==> config.mk <==
export PLATFORM = sky130hd
export DESIGN_NAME = csrmv_fifo
export DESIGN_NICKNAME = d
export VERILOG_FILES = /design/src/design/csr_sparse_matrix_vector_multiply_defines.svh /design/src/design/csrmv_pkg.sv /design/src/design/csrmv_fifo.sv
export SDC_FILE = /design/constraint.sdc
export NUM_CORES = 1
export LEC_CHECK = 0
export ABC_AREA = 1
export BUFFER_PORTS_ARGS = -buffer_cell sky130_fd_sc_hd__clkbuf_2
export CORE_ASPECT_RATIO = 0.75
export CORE_UTILIZATION = 45
export CTS_CLUSTER_SIZE = 40
export DETAILED_ROUTE_END_ITERATION = 8
export GPL_TIMING_DRIVEN = 0
export PLACE_DENSITY = 0.62
export SLEW_MARGIN = 20
export SYNTH_ARGS = -nofsm -noshare
export SYNTH_HDL_FRONTEND = slang
export SYNTH_SLANG_ARGS = --single-unit
==> constraint.sdc <==
create_clock -name clk -period 6.1 [get_ports clk]
set_input_delay 0 -clock clk [delete_from_list [all_inputs] [get_ports clk]]
set_output_delay 0 -clock clk [all_outputs]
set_load 0.1 [all_outputs]
==> src/design/csr_sparse_matrix_vector_multiply_defines.svh <==
// Assertion macros used by the sparse matrix-vector multiply back end.
`ifndef CSR_SPARSE_MATRIX_VECTOR_MULTIPLY_DEFINES_SVH
`define CSR_SPARSE_MATRIX_VECTOR_MULTIPLY_DEFINES_SVH

// Same-cycle implication, checked on every rising edge of clk outside reset.
`define CSRMV_ASSERT_IMP(label, ante, cons, msg) \
    label: assert property (@(posedge clk) disable iff (!rst_n) (ante) |-> (cons)) \
        else $error(msg);

// Next-cycle implication, checked on every rising edge of clk outside reset.
`define CSRMV_ASSERT_NXT(label, ante, cons, msg) \
    label: assert property (@(posedge clk) disable iff (!rst_n) (ante) |=> (cons)) \
        else $error(msg);

`endif

==> src/design/csrmv_pkg.sv <==
// Shared types and constants for the sparse matrix-vector multiply block.
package csrmv_pkg;

    // Default sizes of the matrix in use.
    localparam int DEF_MAX_COLS = 1024;
    localparam int DEF_MAX_ROWS = 65536;

    // Fixed field widths: Q16.16 operands and a Q32.32 row sum.
    localparam int VALUE_W = 32;
    localparam int SUM_W   = 64;

    // Queue depths between the parts of the block.
    localparam int QUEUE_DEPTH = 4;
    localparam int OUT_DEPTH   = 2;

    // Configuration register indexes.
    localparam int CFG_IDX_W = 1;
    localparam logic [CFG_IDX_W-1:0] CFG_NUM_ROWS = 1'b0;
    localparam logic [CFG_IDX_W-1:0] CFG_NUM_COLS = 1'b1;

    // Saturation limits of the row sum.
    localparam logic [SUM_W-1:0] SUM_MAX = {1'b0, {(SUM_W-1){1'b1}}};
    localparam logic [SUM_W-1:0] SUM_MIN = {1'b1, {(SUM_W-1){1'b0}}};

    // Classification of one nonzero, made by the front end.
    typedef struct packed {
        logic close_prev;
        logic final_entry;
        logic col_ok;
    } item_ctl_t;

    // Status flags that travel with one row result.
    typedef struct packed {
        logic last;
        logic saturated;
        logic bad_column;
    } res_flags_t;

endpackage

==> src/design/csrmv_fifo.sv <==
// Small synchronous queue built from registers, one push and one pop per cycle.
module csrmv_fifo #(
    parameter int WIDTH = csrmv_pkg::VALUE_W,
    parameter int DEPTH = csrmv_pkg::QUEUE_DEPTH
) (
    input  logic             clk,
    input  logic             rst_n,
    input  logic             push,
    input  logic [WIDTH-1:0] din,
    input  logic             pop,
    output logic [WIDTH-1:0] dout,
    output logic             full,
    output logic             empty
);

    localparam int PTR_W = (DEPTH > 1) ? $clog2(DEPTH) : 1;
    localparam int CNT_W = $clog2(DEPTH + 1);

    logic [WIDTH-1:0] slot_reg [DEPTH];
    logic [PTR_W-1:0] wr_ptr_reg;
    logic [PTR_W-1:0] wr_ptr_next;
    logic [PTR_W-1:0] rd_ptr_reg;
    logic [PTR_W-1:0] rd_ptr_next;
    logic [CNT_W-1:0] count_reg;
    logic [CNT_W-1:0] count_next;
    logic             do_push;
    logic             do_pop;

    assign full    = (count_reg == CNT_W'(DEPTH));
    assign empty   = (count_reg == '0);
    assign do_push = push && !full;
    assign do_pop  = pop && !empty;
    assign dout    = slot_reg[rd_ptr_reg];

    // Pointer and fill count update.
    always_comb
    begin
        wr_ptr_next = wr_ptr_reg;
        rd_ptr_next = rd_ptr_reg;
        count_next  = count_reg;
        if (do_push)
        begin
            wr_ptr_next = (wr_ptr_reg == PTR_W'(DEPTH - 1)) ? '0 : wr_ptr_reg + 1'b1;
        end
        if (do_pop)
        begin
            rd_ptr_next = (rd_ptr_reg == PTR_W'(DEPTH - 1)) ? '0 : rd_ptr_reg + 1'b1;
        end
        if (do_push && !do_pop)
        begin
            count_next = count_reg + 1'b1;
        end
        else if (do_pop && !do_push)
        begin
            count_next = count_reg - 1'b1;
        end
    end

    always_ff @(posedge clk or negedge rst_n)
    begin
        if (!rst_n)
        begin
            wr_ptr_reg <= '0;
            rd_ptr_reg <= '0;
            count_reg  <= '0;
        end
        else
        begin
            wr_ptr_reg <= wr_ptr_next;
            rd_ptr_reg <= rd_ptr_next;
            count_reg  <= count_next;
        end
    end

    // Entry storage.
    always_ff @(posedge clk)
    begin
        if (do_push)
        begin
            slot_reg[wr_ptr_reg] <= din;
        end
    end

endmodule

==> flow_summary_export.csv <==
group,metric,value,unit
global_routing,grt_pass1_vias,3613,
global_routing,antenna_found_initial,0,
hold_path,hold_class,"primary input to flip-flop",
hold_path,min_path_cells,2,
clock_tree,post_cts_resize_count,0,
sta,worst_slew_pin_slew,743,ps
worst_setup_path,cp-end-kind,"flip-flop",
placed_design,dp_hpwl,7.22,mm
hold_path,holdPathEnd,"slot_reg[1][7]$_DFFE_PP_",
yosys,yosys.cell_count.top_type,"edfxtp_1",
run,cap_violations,0,
detailed_routing,via_count,3562,
global_routing,grt_max_degree,22,
worst_setup_path,crit_path_start,"count_reg[1]$_DFFE_PN0P_",
sta,worst_clock_skew,12.2,ps
floorplan,die-area,12700,um2
yosys,synth_top_area_share,70.0,%
worst_setup_path,reg2reg_to,"count_reg[1]$_DFFE_PN0P_",
sta,hold_ws,334,ps
worst_setup_path,r2r_start,"count_reg[1]$_DFFE_PN0P_",
clock_tree,cts_tree,"yes",
global_routing,grt_first_pass_wirelength,18.3,mm
global_routing,grt_use_total,20.1,%
yosys,synthesis.area,5490,um2
clock_tree,htreeDepth,4,
sta,fin_crit_sh,35.9,%
detailed_routing,wl_per_cell,15.9,um
worst_setup_path,critPathArrivalTime,2480,ps
worst_setup_path,startpoint_type,"flip-flop",
yosys,synth_cell_type_count,16,
worst_setup_path,crit_required,6390,ps
yosys,synthCells,434,
placed_design,numPortBuffers,69,
layout,antenna_cells,0,
detailed_routing,dr.pass1.iters,4,
floorplan,die_h,97.7,um
floorplan,start_util,46.8,%
sta,fin_crit,2190,ps
yosys,synthTopCellsByCount,"128 x edfxtp_1, 111 x nand2_1, 79 x inv_1",
yosys,yosys-top-cells-area,"edfxtp_1 70%, o211ai_1 8.7%, nand2_1 7.6%",
detailed_routing,drt_iter0_markers,252,
layout,largest_register_ffs,128,
sta,slew_headroom,50.4,%
yosys,ys_seq_elements,135,
yosys,syn_area_per_cell,12.7,um2
sta,grt_setup_unrepaired,"no",
clock_tree,root_buffer,"clkbuf_16",
floorplan,rows,34,
clock_tree,cts_sinks,135,
floorplan,die_x,130,um
hold_path,hold_start,"din[7]",
yosys,synth_edf_count,128,
yosys,syn-num-nets,477,
global_routing,grt_overflow,0,
detailed_routing,remaining_drc_errors,0,
yosys,synth_warnings,0,
floorplan,io_pins,70,
layout,utilization,60.4,%
layout,syn_to_final_growth,29.1,%
yosys,yosys.area.top_type,"edfxtp_1",
worst_setup_path,worstRegToRegCells,9,
clock_tree,clk_pin_slew,60,ps
placed_design,gp_congestion,0.752,
sta,finalSetupTns,0,ps
status,status,"complete, no violations",
clock_tree,post-cts-setup-buffers,0,
clock_tree,cts_buffers,17,
sta,clock.fmax,456,MHz
detailed_routing,final_antenna_net_count,0,
sta,slew_violations,0,
yosys,async_flop_share,5.19,%
detailed_routing,wirelength,11.7,mm
floorplan,fp.coreArea,11700,um2
detailed_routing,vias_per_cell,4.83,
worst_setup_path,r2r_slack,3910,ps
clock_tree,clkLatencyLatePin,420,ps
sta,setup-violations-final,0,
yosys,yosysSeqAreaShare,73.1,%
sta,hold_viol,0,
clock_tree,cts_buffer_depth,2,
layout,nFillCells,960,
layout,drive_above_1_share,21.9,%
yosys,ys.flop_type,"edfxtp_1",
worst_setup_path,critical_path_class,"flip-flop to flip-flop",
worst_setup_path,cp_max_fo,7,
layout,nets,605,
-- final cells by class --
class / count / area [um2] / area share, %
Sequential cell: 135 / 4020 / 56.7
Multi-Input combinational cell: 198 / 1100 / 15.5
Timing Repair Buffer: 109 / 803 / 11.3
Clock inverter: 15 / 138 / 1.94
Buffer: 21 / 105 / 1.48
Tap cell: 162 / 203 / 2.86
Inverter: 80 / 300 / 4.23
Clock buffer: 17 / 425 / 6.00
-- layout by cell type, fill, tap and decap left out, types with 7 or more instances in the layout --
cell type      count
inv_1             79
clkbuf_16         17
dfrtp_1            7
o211ai_1          64
nand3_1            7
buf_2             18
nand2_1          111
dlygate4sd3_1     36
edfxtp_1         128
clkbuf_2          69
-- worst max path at each step --
stage                                            to  slack, ps  depth (start not counted)
after floorplan            slot_reg[0][0]$_DFFE_PP_       3600                          4
after global placement    slot_reg[1][18]$_DFFE_PP_       2410                          4
after detailed placement  slot_reg[2][15]$_DFFE_PP_       3910                          5
after CTS                 slot_reg[2][31]$_DFFE_PP_       3880                          5
after global routing       count_reg[1]$_DFFE_PN0P_       3690                          9
final                      count_reg[1]$_DFFE_PN0P_       3910                          9
-- logic make-up (layout without fill, tap and decap cells) --
group	count (synthesis)	after routing	share of synthesized area, %
flip-flops	135	135	73.1
AND/OR/NAND/NOR	125	125	8.75
buffers and inverters	101	242	7.38
AO/OA/AOI/OAI	65	65	8.84
adder cells (fa/ha/maj)	7	7	1.73
XOR/XNOR	1	1	0.159
-- metrics by stage --
step                instances  cell area (um2)  setup WS [ps]
finish                    737             7090           3910
CTS                       737             7090           3880
global route              737             7090           3690
floorplan                 434             5490           3600
detailed placement        669             6170           3910
global placement          665             6040           2410
-- worst max-delay path, cell delays in order (launching register included) --
cell and delay (ps):
dfrtp_1 410, inv_1 100, nand3_1 160, nand2_1 400
inv_1 90, ha_1 220, inv_1 100, fa_1 430
nand2_1 80, o21ai_0 80
-- repair_timing --
action,CTS,global route
setup endpoints to repair,0,0
hold endpoints to repair,139,0
hold buffers,36,0
-- layer usage --
layer / vias up / wire (um) / global-route usage (%)
met5: - / 0 / 0
met4: 0 / 140 / 9.48
li1: 1751 / - / -
met3: 13 / 423 / 3.80
met2: 87 / 5610 / 32.7
met1: 1711 / 5520 / 26.0
Power is left out: the tool's default activity adds up to more than one toggle a clock period on the data nets, which glitch-free logic cannot reach.
