`config.mk`:
```
export PLATFORM = sky130hd
export DESIGN_NAME = csrmv_back
export DESIGN_NICKNAME = d
export VERILOG_FILES = /design/src/design/csrmv_pkg.sv /design/src/design/csrmv_back.sv
export VERILOG_INCLUDE_DIRS = /design/src /design/src/design
export SDC_FILE = /design/constraint.sdc
export NUM_CORES = 2
export LEC_CHECK = 0
export ABC_AREA = 0
export BUFFER_PORTS_ARGS = -buffer_cell sky130_fd_sc_hd__buf_2
export CAP_MARGIN = 10
export CORE_MARGIN = 2
export CORE_UTILIZATION = 60
export CTS_BUF_LIST = sky130_fd_sc_hd__clkbuf_2 sky130_fd_sc_hd__clkbuf_4 sky130_fd_sc_hd__clkbuf_8
export DETAILED_ROUTE_END_ITERATION = 8
export GPL_ROUTABILITY_DRIVEN = 0
export GPL_TIMING_DRIVEN = 1
export PLACE_DENSITY_LB_ADDON = 0.1
export SYNTH_ARGS = -nofsm -noshare
export SYNTH_HDL_FRONTEND = slang
export SYNTH_SLANG_ARGS = --single-unit
```
`constraint.sdc`:
```
create_clock -name clk -period 4.97 [get_ports clk]
set_input_delay 0.497 -clock clk [delete_from_list [all_inputs] [get_ports clk]]
set_output_delay 0.497 -clock clk [all_outputs]
set_load 0.005 [all_outputs]
```
`src/design/csr_sparse_matrix_vector_multiply_defines.svh`:
```
// Assertion macros used by the sparse matrix-vector multiply back end.
`ifndef CSR_SPARSE_MATRIX_VECTOR_MULTIPLY_DEFINES_SVH
`define CSR_SPARSE_MATRIX_VECTOR_MULTIPLY_DEFINES_SVH

// Same-cycle implication, checked on every rising edge of clk outside reset.
`define CSRMV_ASSERT_IMP(label, ante, cons, msg) \
    label: assert property (@(posedge clk) disable iff (!rst_n) (ante) |-> (cons)) \
        else $error(msg);

// Next-cycle implication, checked on every rising edge of clk outside reset.
`define CSRMV_ASSERT_NXT(label, ante, cons, msg) \
    label: assert property (@(posedge clk) disable iff (!rst_n) (ante) |=> (cons)) \
        else $error(msg);

`endif

```
`src/design/csrmv_pkg.sv`:
```
// Shared types and constants for the sparse matrix-vector multiply block.
package csrmv_pkg;

    // Default sizes of the matrix in use.
    localparam int DEF_MAX_COLS = 1024;
    localparam int DEF_MAX_ROWS = 65536;

    // Fixed field widths: Q16.16 operands and a Q32.32 row sum.
    localparam int VALUE_W = 32;
    localparam int SUM_W   = 64;

    // Queue depths between the parts of the block.
    localparam int QUEUE_DEPTH = 4;
    localparam int OUT_DEPTH   = 2;

    // Configuration register indexes.
    localparam int CFG_IDX_W = 1;
    localparam logic [CFG_IDX_W-1:0] CFG_NUM_ROWS = 1'b0;
    localparam logic [CFG_IDX_W-1:0] CFG_NUM_COLS = 1'b1;

    // Saturation limits of the row sum.
    localparam logic [SUM_W-1:0] SUM_MAX = {1'b0, {(SUM_W-1){1'b1}}};
    localparam logic [SUM_W-1:0] SUM_MIN = {1'b1, {(SUM_W-1){1'b0}}};

    // Classification of one nonzero, made by the front end.
    typedef struct packed {
        logic close_prev;
        logic final_entry;
        logic col_ok;
    } item_ctl_t;

    // Status flags that travel with one row result.
    typedef struct packed {
        logic last;
        logic saturated;
        logic bad_column;
    } res_flags_t;

endpackage

```
`src/design/csrmv_back.sv`:
```
// Back end: multiplies each nonzero, accumulates with saturation and closes rows.
`include "csr_sparse_matrix_vector_multiply_defines.svh"

module csrmv_back #(
    parameter int MAX_ROWS = csrmv_pkg::DEF_MAX_ROWS,
    localparam int ROW_W = $clog2(MAX_ROWS)
) (
    input  logic                                 clk,
    input  logic                                 rst_n,
    input  logic                                 q_valid,
    output logic                                 q_pop,
    input  csrmv_pkg::item_ctl_t                 q_ctl,
    input  logic [ROW_W-1:0]                     q_row,
    input  logic [csrmv_pkg::VALUE_W-1:0]        q_value,
    input  logic [csrmv_pkg::VALUE_W-1:0]        q_vec,
    output logic                                 o_push,
    input  logic                                 o_full,
    output logic [ROW_W-1:0]                     o_row,
    output logic [csrmv_pkg::SUM_W-1:0]          o_sum,
    output csrmv_pkg::res_flags_t                o_flags
);

    localparam int SUM_W = csrmv_pkg::SUM_W;

    // Multiply stage.
    logic                  m_valid_reg;
    logic                  m_valid_next;
    csrmv_pkg::item_ctl_t  m_ctl_reg;
    logic [ROW_W-1:0]      m_row_reg;
    logic [SUM_W-1:0]      m_prod_reg;
    logic signed [SUM_W-1:0] prod;

    // Accumulate stage state.
    logic [SUM_W-1:0]      acc_reg;
    logic [SUM_W-1:0]      acc_next;
    logic                  sat_reg;
    logic                  sat_next;
    logic                  bad_reg;
    logic                  bad_next;
    logic [ROW_W-1:0]      cur_row_reg;
    logic [ROW_W-1:0]      cur_row_next;
    logic                  phase_reg;
    logic                  phase_next;

    logic                  m_ready;
    logic                  close_pend;
    logic                  emit;
    logic                  fire;
    logic                  m_done;
    logic [SUM_W-1:0]      base;
    logic [SUM_W-1:0]      addend;
    logic [SUM_W-1:0]      sum;
    logic                  ovf;
    logic [SUM_W-1:0]      new_acc;
    logic                  new_sat;
    logic                  new_bad;

    // Signed 32 by 32 product, registered before the accumulator.
    assign prod = $signed(q_value) * $signed(q_vec);

    // A row change closes the old row first; with a final nonzero the item
    // then needs a second phase to deliver its own result.
    assign close_pend = m_valid_reg && m_ctl_reg.close_prev && !phase_reg;
    assign emit       = m_valid_reg && (close_pend || m_ctl_reg.final_entry);
    assign fire       = m_valid_reg && (!emit || !o_full);
    assign m_done     = fire && !(close_pend && m_ctl_reg.final_entry);
    assign m_ready    = !m_valid_reg || m_done;
    assign q_pop      = q_valid && m_ready;

    // Saturating add of the product to the running sum.
    always_comb
    begin
        base    = close_pend ? '0 : acc_reg;
        addend  = (phase_reg || !m_ctl_reg.col_ok) ? '0 : m_prod_reg;
        sum     = base + addend;
        ovf     = (base[SUM_W-1] == addend[SUM_W-1]) && (sum[SUM_W-1] != base[SUM_W-1]);
        new_acc = ovf ? (base[SUM_W-1] ? csrmv_pkg::SUM_MIN : csrmv_pkg::SUM_MAX) : sum;
        new_sat = (close_pend ? 1'b0 : sat_reg) || ovf;
        new_bad = (close_pend ? 1'b0 : bad_reg) || (!phase_reg && !m_ctl_reg.col_ok);
    end

    // Result selection: the closed row, or the row ended by a final nonzero.
    always_comb
    begin
        o_push = emit && fire;
        if (close_pend)
        begin
            o_row              = cur_row_reg;
            o_sum              = acc_reg;
            o_flags.last       = 1'b0;
            o_flags.saturated  = sat_reg;
            o_flags.bad_column = bad_reg;
        end
        else
        begin
            o_row              = m_row_reg;
            o_sum              = new_acc;
            o_flags.last       = 1'b1;
            o_flags.saturated  = new_sat;
            o_flags.bad_column = new_bad;
        end
    end

    // Accumulator, row flags and phase update.
    always_comb
    begin
        m_valid_next = m_valid_reg;
        acc_next     = acc_reg;
        sat_next     = sat_reg;
        bad_next     = bad_reg;
        cur_row_next = cur_row_reg;
        phase_next   = phase_reg;
        if (m_done)
        begin
            m_valid_next = 1'b0;
        end
        if (q_pop)
        begin
            m_valid_next = 1'b1;
        end
        if (fire)
        begin
            cur_row_next = m_row_reg;
            if (m_ctl_reg.final_entry && !close_pend)
            begin
                acc_next   = '0;
                sat_next   = 1'b0;
                bad_next   = 1'b0;
                phase_next = 1'b0;
            end
            else
            begin
                acc_next   = new_acc;
                sat_next   = new_sat;
                bad_next   = new_bad;
                phase_next = close_pend && m_ctl_reg.final_entry;
            end
        end
    end

    always_ff @(posedge clk or negedge rst_n)
    begin
        if (!rst_n)
        begin
            m_valid_reg <= 1'b0;
            acc_reg     <= '0;
            sat_reg     <= 1'b0;
            bad_reg     <= 1'b0;
            cur_row_reg <= '0;
            phase_reg   <= 1'b0;
        end
        else
        begin
            m_valid_reg <= m_valid_next;
            acc_reg     <= acc_next;
            sat_reg     <= sat_next;
            bad_reg     <= bad_next;
            cur_row_reg <= cur_row_next;
            phase_reg   <= phase_next;
        end
    end

    // Multiply stage payload.
    always_ff @(posedge clk)
    begin
        if (q_pop)
        begin
            m_ctl_reg  <= q_ctl;
            m_row_reg  <= q_row;
            m_prod_reg <= prod;
        end
    end

    // The second phase only exists for a final nonzero that also changed the row.
    `CSRMV_ASSERT_IMP(a_phase_item, phase_reg,
        m_valid_reg && m_ctl_reg.final_entry && m_ctl_reg.close_prev,
        "second phase without a final row-changing nonzero")

    // A final nonzero leaves the accumulator and row flags clear.
    `CSRMV_ASSERT_NXT(a_final_clears, fire && m_ctl_reg.final_entry && !close_pend,
        acc_reg == '0 && !sat_reg && !bad_reg && !phase_reg,
        "row state not cleared after final nonzero")

    // A nonzero that cannot finish keeps its product and row.
    `CSRMV_ASSERT_NXT(a_hold_item, m_valid_reg && !m_done,
        m_valid_reg && $stable(m_prod_reg) && $stable(m_row_reg),
        "blocked nonzero changed in the multiply stage")

endmodule

```
==> results_dict.tcl <==
set metrics [dict create \
    routedWlPerCell_um 19.7 \
    drtPass1Iterations 5 \
    busiest_layer "met2" \
    stdcell_count 6955 \
    fin_crit_ns 7.12 \
    yosysUniqueCellTypes 85 \
    cap_viol_max_count 0 \
    cp_top_family "adder cells" \
    numCtsBuffers 17 \
    cts_sinks 167 \
    grt_usage_pct 34.1 \
    maxSlewViolCount 0 \
    fin_worst_skew_ns 0.0291 \
    path_clk_slew_ns 0.12 \
    antenna_found_initial 3 \
    core_um2 78700 \
    grt_pass1_wl_mm 219 \
    drive_above_1_share_pct 26.4 \
    yosysWarningCount 0 \
    via_count 38654 \
    overflow 0 \
    cp-startpoint "q_value[10]" \
    outcome "finished, violations left" \
    synth_top_cell_by_area "fa_1" \
    grt_use_met3_pct 5.74 \
    critPathMaxStageDelay_ns 0.58 \
    violations "negative setup slack" \
    cp.arrival_ns 7.40 \
    drt_iter0_markers 2580 \
    min_period_over_period_pct 143 \
    timing.final.ws_setup_ns -2.15 \
    fmax_ghz 0.140 \
    r2r_cells 23 \
    gr-usage-met1_pct 49.1 \
    n_fill_cell 5528 \
    drc_errors 0 \
    worstPathMaxFanout 6 \
    clock-root-buffer "clkbuf_8" \
    hold_path.startpoint "q_row[1]" \
    rsz0062_at_grt "yes" \
    grt_max_degree 60 \
    worst_pin_slew_ns 1.01 \
    io_pins 172 \
    r2r_setup_slack_ns 0.14 \
    syn_area_um2 47600 \
    dominantRegCellSynth "dfrtp_1" \
    seq_area_frac_synth_pct 9.65 \
    setup_viol 118 \
    place_inst 6804 \
    yosysMostFrequentCell "fa_1" \
    grt_pass1_vias 40840 \
    cts_tree "built" \
    clock_latency_ns 0.52 \
    ant_nets 0 \
    r2r-start "phase_reg$_DFFE_PN0P_" \
    endpoint_kind "flop" \
    port_buffers 171 \
    vias_per_cell 5.56 \
    endpoint "m_prod_reg[57]$_DFFE_PP_" \
    worst-path-stages 26 \
    async_reset_ff_share_pct 50.3 \
    dpl.hpwl_mm 110 \
    crit_slowest_cell "fa_2" \
    crit_path_start_kind "input port" \
    start_util_pct 60.5 \
    cts_buffer_depth 2 \
    yosys-top-cells-area "fa_1, and2_1, inv_1" \
    synth_commonest_cells "fa_1, inv_1, nand2_1, and2_1, clkbuf_1" \
    holdWs_ns 0.138 \
    hold_path_class "in -> reg" \
    die-width_um 286 \
    gr-usage-met2_pct 54.9 \
    synth_edf_count 83 \
    r2r-end "acc_reg[59]$_DFFE_PN0P_" \
    die_y_um 286 \
    synth.top_cell.area_share_pct 45.6 \
    syn_area_per_cell_um2 9.21 \
    die_area_um2 81600 \
    path_buf_inv 8 \
    htree_levels 4 \
    area.growth.synth_to_final_pct 24.5 \
    fin_nets 7309 \
    synth_nets 6589 \
    synth-seq-cells 167 \
    crit_top_cell "fa_1" \
    hold_violations 0 \
    worstPathRequired_ns 5.24 \
    place_ws_ns -2.96 \
    placementRows 103 \
    wirelength_mm 137 \
    slew_headroom_pct 32.5 \
    netlist_instances 5171 \
    criticalPathCategory "in -> reg" \
]
## through the flow
step                      util (%)  cell area (um2)  setup TNS (ns)
after floorplan                  -            48700          -84.93
after global placement        69.9            55100         -148.36
after detailed placement      69.9            55100         -158.64
after CTS                     73.6            58000         -122.27
after global routing          75.3            59300         -153.66
final                         75.3            59300         -127.22
## how the worst min path moves through the flow
stage,slack [ns],endpoint,depth (start not counted)
floorplan,0.20,acc_reg[0]$_DFFE_PN0P_,0
global placement,0.46,sat_reg$_DFFE_PN0P_,2
detailed placement,0.47,sat_reg$_DFFE_PN0P_,2
CTS,0.11,m_row_reg[1]$_DFFE_PP_,1
global route,0.11,m_row_reg[2]$_DFFE_PP_,1
finish,0.14,m_row_reg[1]$_DFFE_PP_,1
## layer usage
| metal | share of wire, % | up-vias |
|---|---|---|
| li1 | - | 17085 |
| met1 | 42 | 19680 |
| met2 | 46 | 1673 |
| met3 | 8.8 | 216 |
| met4 | 2.6 | 0 |
| met5 | 0 | - |
## what timing repair did
item,4_1_cts,5_1_grt
endpoints found under the setup margin,157,150
hold buffers,1,0
pin swaps,206,182
gates cloned,5,3
setup buffers,78,43
resized for setup,437,281
hold endpoints to repair,6,0
## layout make-up
type                            count  area, um2  area share [%]
Antenna cell                        1       2.50         0.00422
Clock buffer                       17        234           0.395
Clock inverter                     15        191           0.323
Inverter                          992       3730            6.29
Multi-Input combinational cell   3718      40400            68.2
Sequential cell                   167       4590            7.75
Tap cell                         1050       1310            2.22
Timing Repair Buffer              995       8790            14.8
## placed cells by master, fill, tap and decap left out, drive strengths merged, types with 18 or more instances in the layout
cell    synthesis  final
nand4          23     23
inv           991    998
mux2           18     18
nor2          156    156
edfxtp         83     83
a21oi         230    230
clkbuf        285     21
a31oi          20     20
o21bai         23     23
ha            247    247
xor2           44     44
nand3          27     27
a221o          28     28
o21ai         123    123
nand2         677    677
buf             9    989
xnor2          89     89
and2          653    653
fa           1084   1084
a21o           69     69
dfrtp          84     84
nor3           25     25
## cells by family after synthesis
group                      after synthesis  share of synthesized area, %
and+or+nand+nor                       1626                          16.9
adders and majority gates             1332                          52.1
buffers and inverters                 1286                          10.2
AOI/OAI and AO/OA                      606                          8.25
DFF                                    167                          9.65
xor gates and xnor gates               133                          2.45
muxes                                   21                         0.489
Power is not shown: default switching activity piles up to over one toggle a cycle in this logic, so the estimate is an artifact.
